`src/hdl/fcv_pkg.sv`:
```
package fcv_pkg;

  // Sizes of the list
  localparam int FCV_CAPACITY = 1024;
  localparam int FCV_DATA_W   = 32;

  // Word returned by a failed remove or read
  localparam logic signed [FCV_DATA_W-1:0] FCV_FAIL_DATA = '1;

  // Operation codes carried by each command
  typedef enum logic [1:0] {
    OP_APPEND      = 2'd0,
    OP_REMOVE_LAST = 2'd1,
    OP_READ        = 2'd2,
    OP_DELETE      = 2'd3
  } op_t;

  // Command broadcast to every cell of the chain
  typedef enum logic [1:0] {
    CMD_HOLD   = 2'd0,
    CMD_ROTATE = 2'd1,
    CMD_DELETE = 2'd2,
    CMD_APPEND = 2'd3
  } cell_cmd_t;

  // Sequencer states
  typedef enum logic [1:0] {
    ST_IDLE   = 2'd0,
    ST_ROTATE = 2'd1,
    ST_DONE   = 2'd2
  } state_t;

endpackage

```
`src/hdl/fcv_cell.sv`:
```
module fcv_cell #(
  parameter int INDEX = 0,
  parameter int IDX_W = 10,
  parameter int CNT_W = 11
) (
  input  logic                                    clk,
  input  fcv_pkg::cell_cmd_t                      cmd,
  input  logic [IDX_W-1:0]                        pos,
  input  logic [IDX_W-1:0]                        last,
  input  logic [CNT_W-1:0]                        count,
  input  logic signed [fcv_pkg::FCV_DATA_W-1:0]   wr_data,
  input  logic signed [fcv_pkg::FCV_DATA_W-1:0]   next_data,
  input  logic signed [fcv_pkg::FCV_DATA_W-1:0]   head_data,
  output logic signed [fcv_pkg::FCV_DATA_W-1:0]   data
);
  import fcv_pkg::*;

  localparam logic [IDX_W-1:0] MY_IDX = IDX_W'(INDEX);
  localparam logic [CNT_W-1:0] MY_CNT = CNT_W'(INDEX);

  logic signed [FCV_DATA_W-1:0] data_next;

  // Pick this cell's next word from its neighbor, the head or the input
  always_comb begin
    data_next = data;
    unique case (cmd)
      CMD_HOLD: begin
        data_next = data;
      end
      CMD_ROTATE: begin
        // occupied cells move one place toward the front, the last wraps the head
        if (MY_IDX < last) begin
          data_next = next_data;
        end else if (MY_IDX == last) begin
          data_next = head_data;
        end
      end
      CMD_DELETE: begin
        // close the gap behind the dropped word
        if (MY_IDX >= pos && MY_IDX < last) begin
          data_next = next_data;
        end
      end
      CMD_APPEND: begin
        if (MY_CNT == count) begin
          data_next = wr_data;
        end
      end
      default: data_next = data;
    endcase
  end

  always_ff @(posedge clk) begin
    data <= data_next;
  end

endmodule

```
`config.mk`:
```
export PLATFORM = sky130hd
export DESIGN_NAME = fcv_cell
export DESIGN_NICKNAME = d
export VERILOG_FILES = /design/src/hdl/fcv_pkg.sv /design/src/hdl/fcv_cell.sv
export SDC_FILE = /design/constraint.sdc
export NUM_CORES = 1
export LEC_CHECK = 0
export BUFFER_PORTS_ARGS = -buffer_cell sky130_fd_sc_hd__buf_2
export CORE_AREA = 2 2 81 76
export CTS_CLUSTER_DIAMETER = 200
export CTS_CLUSTER_SIZE = 20
export DETAILED_ROUTE_END_ITERATION = 10
export DIE_AREA = 0 0 83 78
export PLACE_DENSITY = 0.76
export SYNTH_ARGS = -nofsm -noshare
export SYNTH_HDL_FRONTEND = slang
export SYNTH_SLANG_ARGS = --single-unit
```
`constraint.sdc`:
```
create_clock -name clk -period 3.4 [get_ports clk]
set_input_delay 0.68 -clock clk [delete_from_list [all_inputs] [get_ports clk]]
set_output_delay 0.68 -clock clk [all_outputs]
set_load 0.01 [all_outputs]
```
==> results of run 1 <==
-- cell families (layout without fill, tap and decap cells) --
| group | count (synthesis) | after routing | share of synthesized area |
|---|---|---|---|
| simple gates | 17 | 17 | 0.0573 |
| compound gates | 96 | 96 | 0.385 |
| flops | 32 | 32 | 0.419 |
| buf+inv | 60 | 209 | 0.139 |
-- path summary, 6_finish.rpt --
| check | slack [ns] | start | cells after the start | to |
|---|---|---|---|---|
| setup / recovery | 1.32 | pos[6] | 5 | data[17]$_DFFE_PP_ |
| hold / removal | 0.73 | head_data[14] | 2 | data[14]$_DFFE_PP_ |
-- final cells by class --
| class | count | share of cell area |
|---|---|---|
| multi-input cells | 113 | 0.327 |
| well taps | 70 | 0.0278 |
| clock buffers | 5 | 0.0219 |
| repair buffers | 169 | 0.275 |
| flip-flops and latches | 32 | 0.305 |
| clock inverters | 3 | 0.00437 |
| inverters | 32 | 0.0382 |
-- worst max-delay path, stage by stage --
cell	delay, ns
buf_2	0.10
nor4_1	0.28
nand4_1	0.18
o21ai_4	0.45
buf_4	0.34
-- synthesized netlist by cell type --
library cell	instances	area (µm²)
and3_1	1	6.26
nor2b_1	2	12.5
a221oi_2	1	15.0
nor4_4	2	42.5
inv_1	32	120
a32oi_1	1	8.76
buf_8	3	45.0
nor2_1	4	15.0
nor4b_1	1	8.76
a311oi_1	31	272
edfxtp_1	32	961
buf_2	11	55.1
buf_4	2	15.0
and2_4	1	8.76
o21ai_1	1	5.00
a311o_1	31	310
nor4_1	4	25.0
clkbuf_1	7	26.3
buf_6	5	56.3
a22o_1	31	272
nand4_1	2	12.5
-- power groups by stage --
stage          registers [mW]  clock network, mW  logic [mW]
6_report                0.481              0.265       0.266
5_1_grt                 0.483              0.293       0.293
4_1_cts                 0.481              0.273       0.267
3_5_place_dp            0.489                  0       0.266
3_3_place_gp            0.489                  0       0.262
2_1_floorplan           0.506                  0       0.121
-- metal layers --
layer	track usage	vias to the layer above	routed length, µm	share of wire
li1	-	1156	-	-
met1	0.285	1139	3010	0.42
met2	0.369	140	3400	0.47
met3	0.0489	8	686	0.096
met4	0.0590	0	76	0.011
met5	0	-	0	0
-- metrics by stage --
stage | instances | setup slack [ns] | utilization | cell area (µm²) | hold WS [ns]
global route | 424 | 1.13 | 0.566 | 3150 | 0.725
CTS | 424 | 1.30 | 0.566 | 3150 | 0.724
global placement | 416 | 1.04 | 0.551 | 3060 | 1.02
finish | 424 | 1.32 | 0.566 | 3150 | 0.733
floorplan | 205 | 0.224 | - | 2290 | 0.918
detailed placement | 416 | 1.00 | 0.551 | 3060 | 1.01
==> results.json, run 1 <==
{
  "status": "completed",
  "synthesis.area_um2": 2290,
  "setup_tns_ns": 0,
  "top_register": "data",
  "layout_commonest_cell": "buf_2",
  "vias": 2443,
  "dieArea_um2": 6470,
  "clockBufferDepth": 2,
  "reg_top3": "data x32",
  "setup_violations": 0,
  "crit_fanout": 17,
  "drc": 0,
  "vdd_drop_max_mv": 0.145,
  "drive_above_1_share": 0.517,
  "max_clock_freq_mhz": 481,
  "p_per_area_nw_per_um2": 322,
  "layout_common_cells": "buf_2, inv_1, edfxtp_1",
  "cts_resized": 0,
  "grt_max_degree": 35,
  "die_h_um": 78,
  "grt_pass1_wl_um": 11500,
  "end_kind": "register",
  "fin_crit_ns": 2.08,
  "grt_pass1_vias": 2353,
  "synth_nets": 335,
  "finalNetCount": 483,
  "clock_sinks": 32,
  "hold_viol_final": 0,
  "cts_tree": "built",
  "power.leakage_nw": 1.44,
  "grt_antenna_before_repair": 0,
  "cp-start-kind": "primary input",
  "cts_setup_buffers": 0,
  "initial_core_util": 0.412,
  "path_clk_slew_ns": 0.07,
  "max_slew.worst_pin.slew_ns": 0.513,
  "syn_area_per_cell_um2": 11.2,
  "portBuffers": 161,
  "worstHoldPathType": "in -> reg",
  "cp.required_ns": 3.36,
  "gp_congestion": 0.800,
  "rows": 26,
  "seq_area_um2": 961,
  "multi_input_area_um2": 1030,
  "area.growth.synth_to_final_pct": 37.3,
  "p_int_mw": 0.745,
  "synth-seq-cells": 32,
  "power.switching_mw": 0.266,
  "rsz0062_at_grt": "false",
  "drtIter0Drc": 194,
  "dp_hpwl_um": 4970,
  "wirelength_um": 7170,
  "min_period_over_period": 0.612,
  "sw_frac_of_total": 0.263,
  "grt_overflow": 0,
  "relSlewSlack": 0.657,
  "power_mw": 1.01,
  "drv_cap": 0,
  "synthCells": 205,
  "cts-htree-levels": 2,
  "ys_types": 21,
  "n_antenna_cell": 0,
  "path_class": "in -> reg",
  "io-pin-count": 162,
  "postCtsHoldBufs": 0,
  "largest_reg_flops": 32,
  "drv_slew": 0,
  "fill_cells": 494,
  "yosysWarningCount": 0,
  "ctsRootBufferMaster": "clkbuf_8",
  "core_area_um2": 5560,
  "crit_arrival_ns": 2.04,
  "ant_nets": 0,
  "die_x_um": 83,
  "post_drt_wl_per_cell_um": 16.9,
  "cts_buffers": 5,
  "post_drt_via_cell_ratio": 5.76,
  "pwr-share-clk": 0.262,
  "seqPwrFrac": 0.475,
  "grt_usage": 0.219,
  "yosysSeqAreaShare": 0.419,
  "comb_power_share": 0.263,
  "dr.pass1.iters": 4
}
Power figures use the tool's default switching activity.
==> run 2: changes to the inputs <==
==> constraint.sdc (replaced) <==
create_clock -name clk -period 2.08 [get_ports clk]
set_input_delay 0.416 -clock clk [delete_from_list [all_inputs] [get_ports clk]]
set_output_delay 0.416 -clock clk [all_outputs]
set_load 0.01 [all_outputs]
==> run 2 against run 1 <==
  * Via count increased by 2.4%
  * Non-clock buffer count unchanged
  * Die area stayed put
  * Global-route usage grew 0.52 points
  * Routed wire length is 3.4% higher
  * Sequential power is 63% higher
  * Hold slack lost 0.28 ns
  * Clock-buffer cell count unchanged
  * First-iteration DRC count fell by 25%
  * Flip-flop and latch count stayed put
  * Critical path depth down 1
  * Core utilization up 0.43 points
  * Critical path type unchanged
  * Largest power group unchanged
  * Highest routed layer unchanged
==> results.json, run 2 (synthesis results as in run 1) <==
{
  "grt_pass1_wl_um": 11800,
  "grt_overflow": 0,
  "post_drt_wl_per_cell_um": 17.5,
  "postCtsHoldBufs": 0,
  "area.growth.synth_to_final_pct": 38.3,
  "layout_commonest_cell": "buf_2",
  "fin_crit_ns": 1.90,
  "slowest_stage": "o21ai_4",
  "wl_met2_um": 3700,
  "crit_arrival_ns": 1.79,
  "drv_slew": 0,
  "drc": 0,
  "hold_viol_final": 0,
  "setup_violations": 0,
  "dr.pass1.iters": 5,
  "rsz0062_at_grt": "false",
  "hold_ws_ns": 0.456,
  "ctsRootBufferMaster": "clkbuf_8",
  "drtIter0Drc": 146,
  "crit_chain": "buf_2, nor4_1, nand4_1, o21ai_4",
  "critPathLaunch": "pos[6]",
  "gp_congestion": 0.746,
  "cp_num_buf_inv": 1,
  "path_delay_family": "compound AO/OA/AOI/OAI gates",
  "cp_slowest_stage_delay_ns": 0.82,
  "end_kind": "register",
  "power_mw": 1.79,
  "cp-start-kind": "primary input",
  "cts-htree-levels": 2,
  "clock_sinks": 32,
  "post_drt_via_cell_ratio": 5.90,
  "worstHoldPathType": "in -> reg",
  "setup_ws_ns": 0.182,
  "cts_tree": "built",
  "relSlewSlack": 0.314,
  "reg_top3": "data x32",
  "path_class": "in -> reg",
  "crit_fanout": 32,
  "cts_setup_buffers": 0,
  "layout_common_cells": "buf_2, inv_1, edfxtp_1",
  "min-delay-start": "head_data[16]",
  "vias": 2501,
  "drv_cap": 0,
  "fill_cells": 522,
  "core_area_um2": 5560,
  "power.leakage_nw": 1.45,
  "met1Wirelength_um": 3000,
  "grt_max_degree": 35,
  "vdd_drop_max_mv": 0.376,
  "grt_pass1_vias": 2539,
  "wl_met3_um": 630,
  "post-place-ws_ns": -0.114,
  "cp.required_ns": 1.98,
  "top_register": "data",
  "die_x_um": 83,
  "cts_buffers": 5,
  "dp_hpwl_um": 4790,
  "drive_above_1_share": 0.514,
  "grt_usage": 0.224,
  "rows": 26,
  "max_clock_freq_mhz": 527,
  "n_antenna_cell": 0,
  "io-pin-count": 162,
  "top_layer_used": "met4",
  "ant_nets": 0,
  "wirelength_um": 7410,
  "p_per_area_nw_per_um2": 565,
  "status": "completed",
  "cts_resized": 0,
  "initial_core_util": 0.412,
  "largest_reg_flops": 32,
  "finalNetCount": 483,
  "max_slew.worst_pin.slew_ns": 1.03,
  "path_clk_slew_ns": 0.07,
  "portBuffers": 161,
  "min_period_over_period": 0.912,
  "grt_antenna_before_repair": 0,
  "dieArea_um2": 6470,
  "die_h_um": 78,
  "clockBufferDepth": 2
}
run 2: area by class of cell:
class / count / area, µm² / share of cell area
inverter: 32 / 120 / 0.0379
clock inverter: 3 / 37.5 / 0.0118
timing repair buffer: 169 / 866 / 0.273
sequential: 32 / 961 / 0.303
clock buffer: 5 / 68.8 / 0.0217
tap: 70 / 87.6 / 0.0276
multi-input combinational: 113 / 1030 / 0.325
run 2: report_power, final:
group	leakage, nW	switching, mW	total [mW]	internal (mW)
Sequential	0.294	0.0132	0.786	0.773
Combinational	1.10	0.215	0.434	0.219
Clock	0.0532	0.224	0.572	0.349
run 2: per-layer routing:
layer	up-vias	global-route usage
met4	0	0.0738
met1	1196	0.261
li1	1164	-
met2	132	0.410
met3	9	0.0489
met5	-	0
run 2: final timing paths:
| path | endpoint | slack (ns) | cells after the start |
|---|---|---|---|
| setup / recovery | data[10]$_DFFE_PP_ | 0.18 | 4 |
| hold / removal | data[16]$_DFFE_PP_ | 0.46 | 2 |
run 2: stage by stage:
step / area [µm²] / std cells / utilization / TNS [ns]
after floorplan: 2300 / 205 / - / 0
after global placement: 3060 / 416 / 0.551 / -3.16
after detailed placement: 3060 / 416 / 0.551 / -3.61
after CTS: 3170 / 424 / 0.570 / 0
after global routing: 3170 / 424 / 0.570 / 0
final: 3170 / 424 / 0.570 / 0
==> run 3: changes to the inputs <==
--- a/config.mk
+++ b/config.mk
@@ -6,12 +6,15 @@
 export NUM_CORES = 1
 export LEC_CHECK = 0
 export BUFFER_PORTS_ARGS = -buffer_cell sky130_fd_sc_hd__buf_2
-export CORE_AREA = 2 2 81 76
+export CELL_PAD_IN_SITES_DETAIL_PLACEMENT = 1
+export CELL_PAD_IN_SITES_GLOBAL_PLACEMENT = 1
+export CORE_AREA = 2 2 96 88
 export CTS_CLUSTER_DIAMETER = 200
 export CTS_CLUSTER_SIZE = 20
 export DETAILED_ROUTE_END_ITERATION = 10
-export DIE_AREA = 0 0 83 78
+export DIE_AREA = 0 0 98 90
 export PLACE_DENSITY = 0.76
+export RECOVER_POWER = 50
 export SYNTH_ARGS = -nofsm -noshare
 export SYNTH_HDL_FRONTEND = slang
 export SYNTH_SLANG_ARGS = --single-unit
==> run 3 against run 2 <==
  * Final cell count increased by 6.8%
  * Power shrank 6.7%
  * Via count grew 1.2%
  * First-iteration DRC count is 62% lower
  * Flip-flop and latch count is the same
  * Clock-buffer cell count rose by 1
  * Non-clock buffer count did not move
  * Clock power fell by 21%
  * Die area grew 36%
==> results.json, run 3 (synthesis results as in run 1) <==
{
  "status": "completed",
  "grt_usage": 0.192,
  "gp_congestion": 0.722,
  "cp_num_buf_inv": 2,
  "grt_pass1_vias": 2727,
  "drtIter0Drc": 55,
  "dr.pass1.iters": 5,
  "postLayoutCoreUtil": 0.399,
  "path_class": "in -> reg",
  "dp_hpwl_um": 5910,
  "post_drt_via_cell_ratio": 5.59,
  "stdcell_count": 453,
  "rows": 31,
  "top_layer_used": "met4",
  "vias": 2532,
  "max_slew.worst_pin.slew_ns": 0.583,
  "cts_buffers": 5,
  "fin_crit_ns": 1.83,
  "setup_violations": 0,
  "cp-start-kind": "primary input",
  "drv_slew": 0,
  "grt_overflow": 0,
  "end_kind": "register",
  "n_antenna_cell": 0,
  "post_drt_wl_per_cell_um": 19.5,
  "cts_resized": 0,
  "die_x_um": 98,
  "finalNetCount": 484,
  "clockBufferDepth": 2,
  "core_area_um2": 7870,
  "relSlewSlack": 0.610,
  "layout_commonest_cell": "buf_2",
  "io-pin-count": 162,
  "initial_core_util": 0.291,
  "wirelength_um": 8830,
  "crit_fanout": 32,
  "met1Wirelength_um": 3530,
  "reg_top3": "data x32",
  "cts-htree-levels": 2,
  "path_delay_family": "simple AND/OR/NAND/NOR gates",
  "critPathLaunch": "last[9]",
  "power_mw": 1.67,
  "drive_above_1_share": 0.424,
  "finalInstanceArea_um2": 3140,
  "ant_nets": 0,
  "rsz0062_at_grt": "false",
  "area.growth.synth_to_final_pct": 37.0,
  "clock_sinks": 32,
  "layout_common_cells": "buf_2, clkbuf_1, inv_1, edfxtp_1",
  "grt_antenna_before_repair": 0,
  "min_period_over_period": 0.882,
  "die_h_um": 90,
  "cts_setup_buffers": 0,
  "grt_max_degree": 35,
  "crit_arrival_ns": 1.98,
  "min-delay-start": "head_data[20]",
  "wl_met3_um": 743,
  "hold_viol_final": 0,
  "vdd_drop_max_mv": 0.192,
  "drc": 0,
  "slowest_stage": "buf_4",
  "grt_pass1_wl_um": 13700,
  "p_per_area_nw_per_um2": 532,
  "ctsRootBufferMaster": "clkbuf_8",
  "postCtsHoldBufs": 0,
  "crit_chain": "buf_2, nor4_1, and3_1, buf_4, a311o_1",
  "placed_cells": 445,
  "place_area_um2": 3100,
  "path_clk_slew_ns": 0.07,
  "worstHoldPathType": "in -> reg",
  "dieArea_um2": 8820,
  "top_register": "data",
  "portBuffers": 161,
  "max_clock_freq_mhz": 545,
  "power.leakage_nw": 1.36,
  "cp.required_ns": 2.22,
  "hold_ws_ns": 0.462,
  "cp_slowest_stage_delay_ns": 0.43,
  "drv_cap": 0,
  "largest_reg_flops": 32,
  "wl_met2_um": 4490,
  "cts_tree": "built"
}
-- run 3: cell count changes in the layout (fill, tap and decap cells not counted), sizes merged --
| cell | previous run | this run |
|---|---|---|
| clkinv | 2 | 1 |
| buf | 169 | 137 |
| o21ai | 1 | 2 |
| bufinv | 1 | 0 |
| clkbuf | 5 | 38 |
-- run 3: report_power, final --
group	internal, mW	switching [mW]
registers	0.773	0.0160
clock network	0.227	0.222
logic	0.207	0.226
-- run 3: area by class of cell --
type | instances | area (µm²)
Tap cell | 99 | 124
Inverter | 32 | 120
Clock buffer | 6 | 72.6
Fill cell | 974 | 4730
Multi-Input combinational cell | 114 | 1030
Timing Repair Buffer | 169 | 826
Clock inverter | 1 | 5.00
Sequential cell | 32 | 961
-- run 3: per-layer routing --
layer / up-vias / GRT usage
met4: 0 / 0.0370
met2: 129 / 0.359
li1: 1162 / -
met3: 8 / 0.0451
met5: - / 0
met1: 1233 / 0.223
-- run 3: path summary, 6_finish.rpt --
kind,end,slack (ns),depth (start not counted)
worst min-delay path,data[20]$_DFFE_PP_,0.46,2
worst max-delay path,data[15]$_DFFE_PP_,0.25,5
-- run 3: metrics by stage --
step	setup WS [ns]	setup TNS [ns]
after global routing	0.0935	0
after detailed placement	-0.234	-7.44
final	0.246	0
after floorplan	0.0271	0
after CTS	0.0671	0
after global placement	-0.121	-3.81
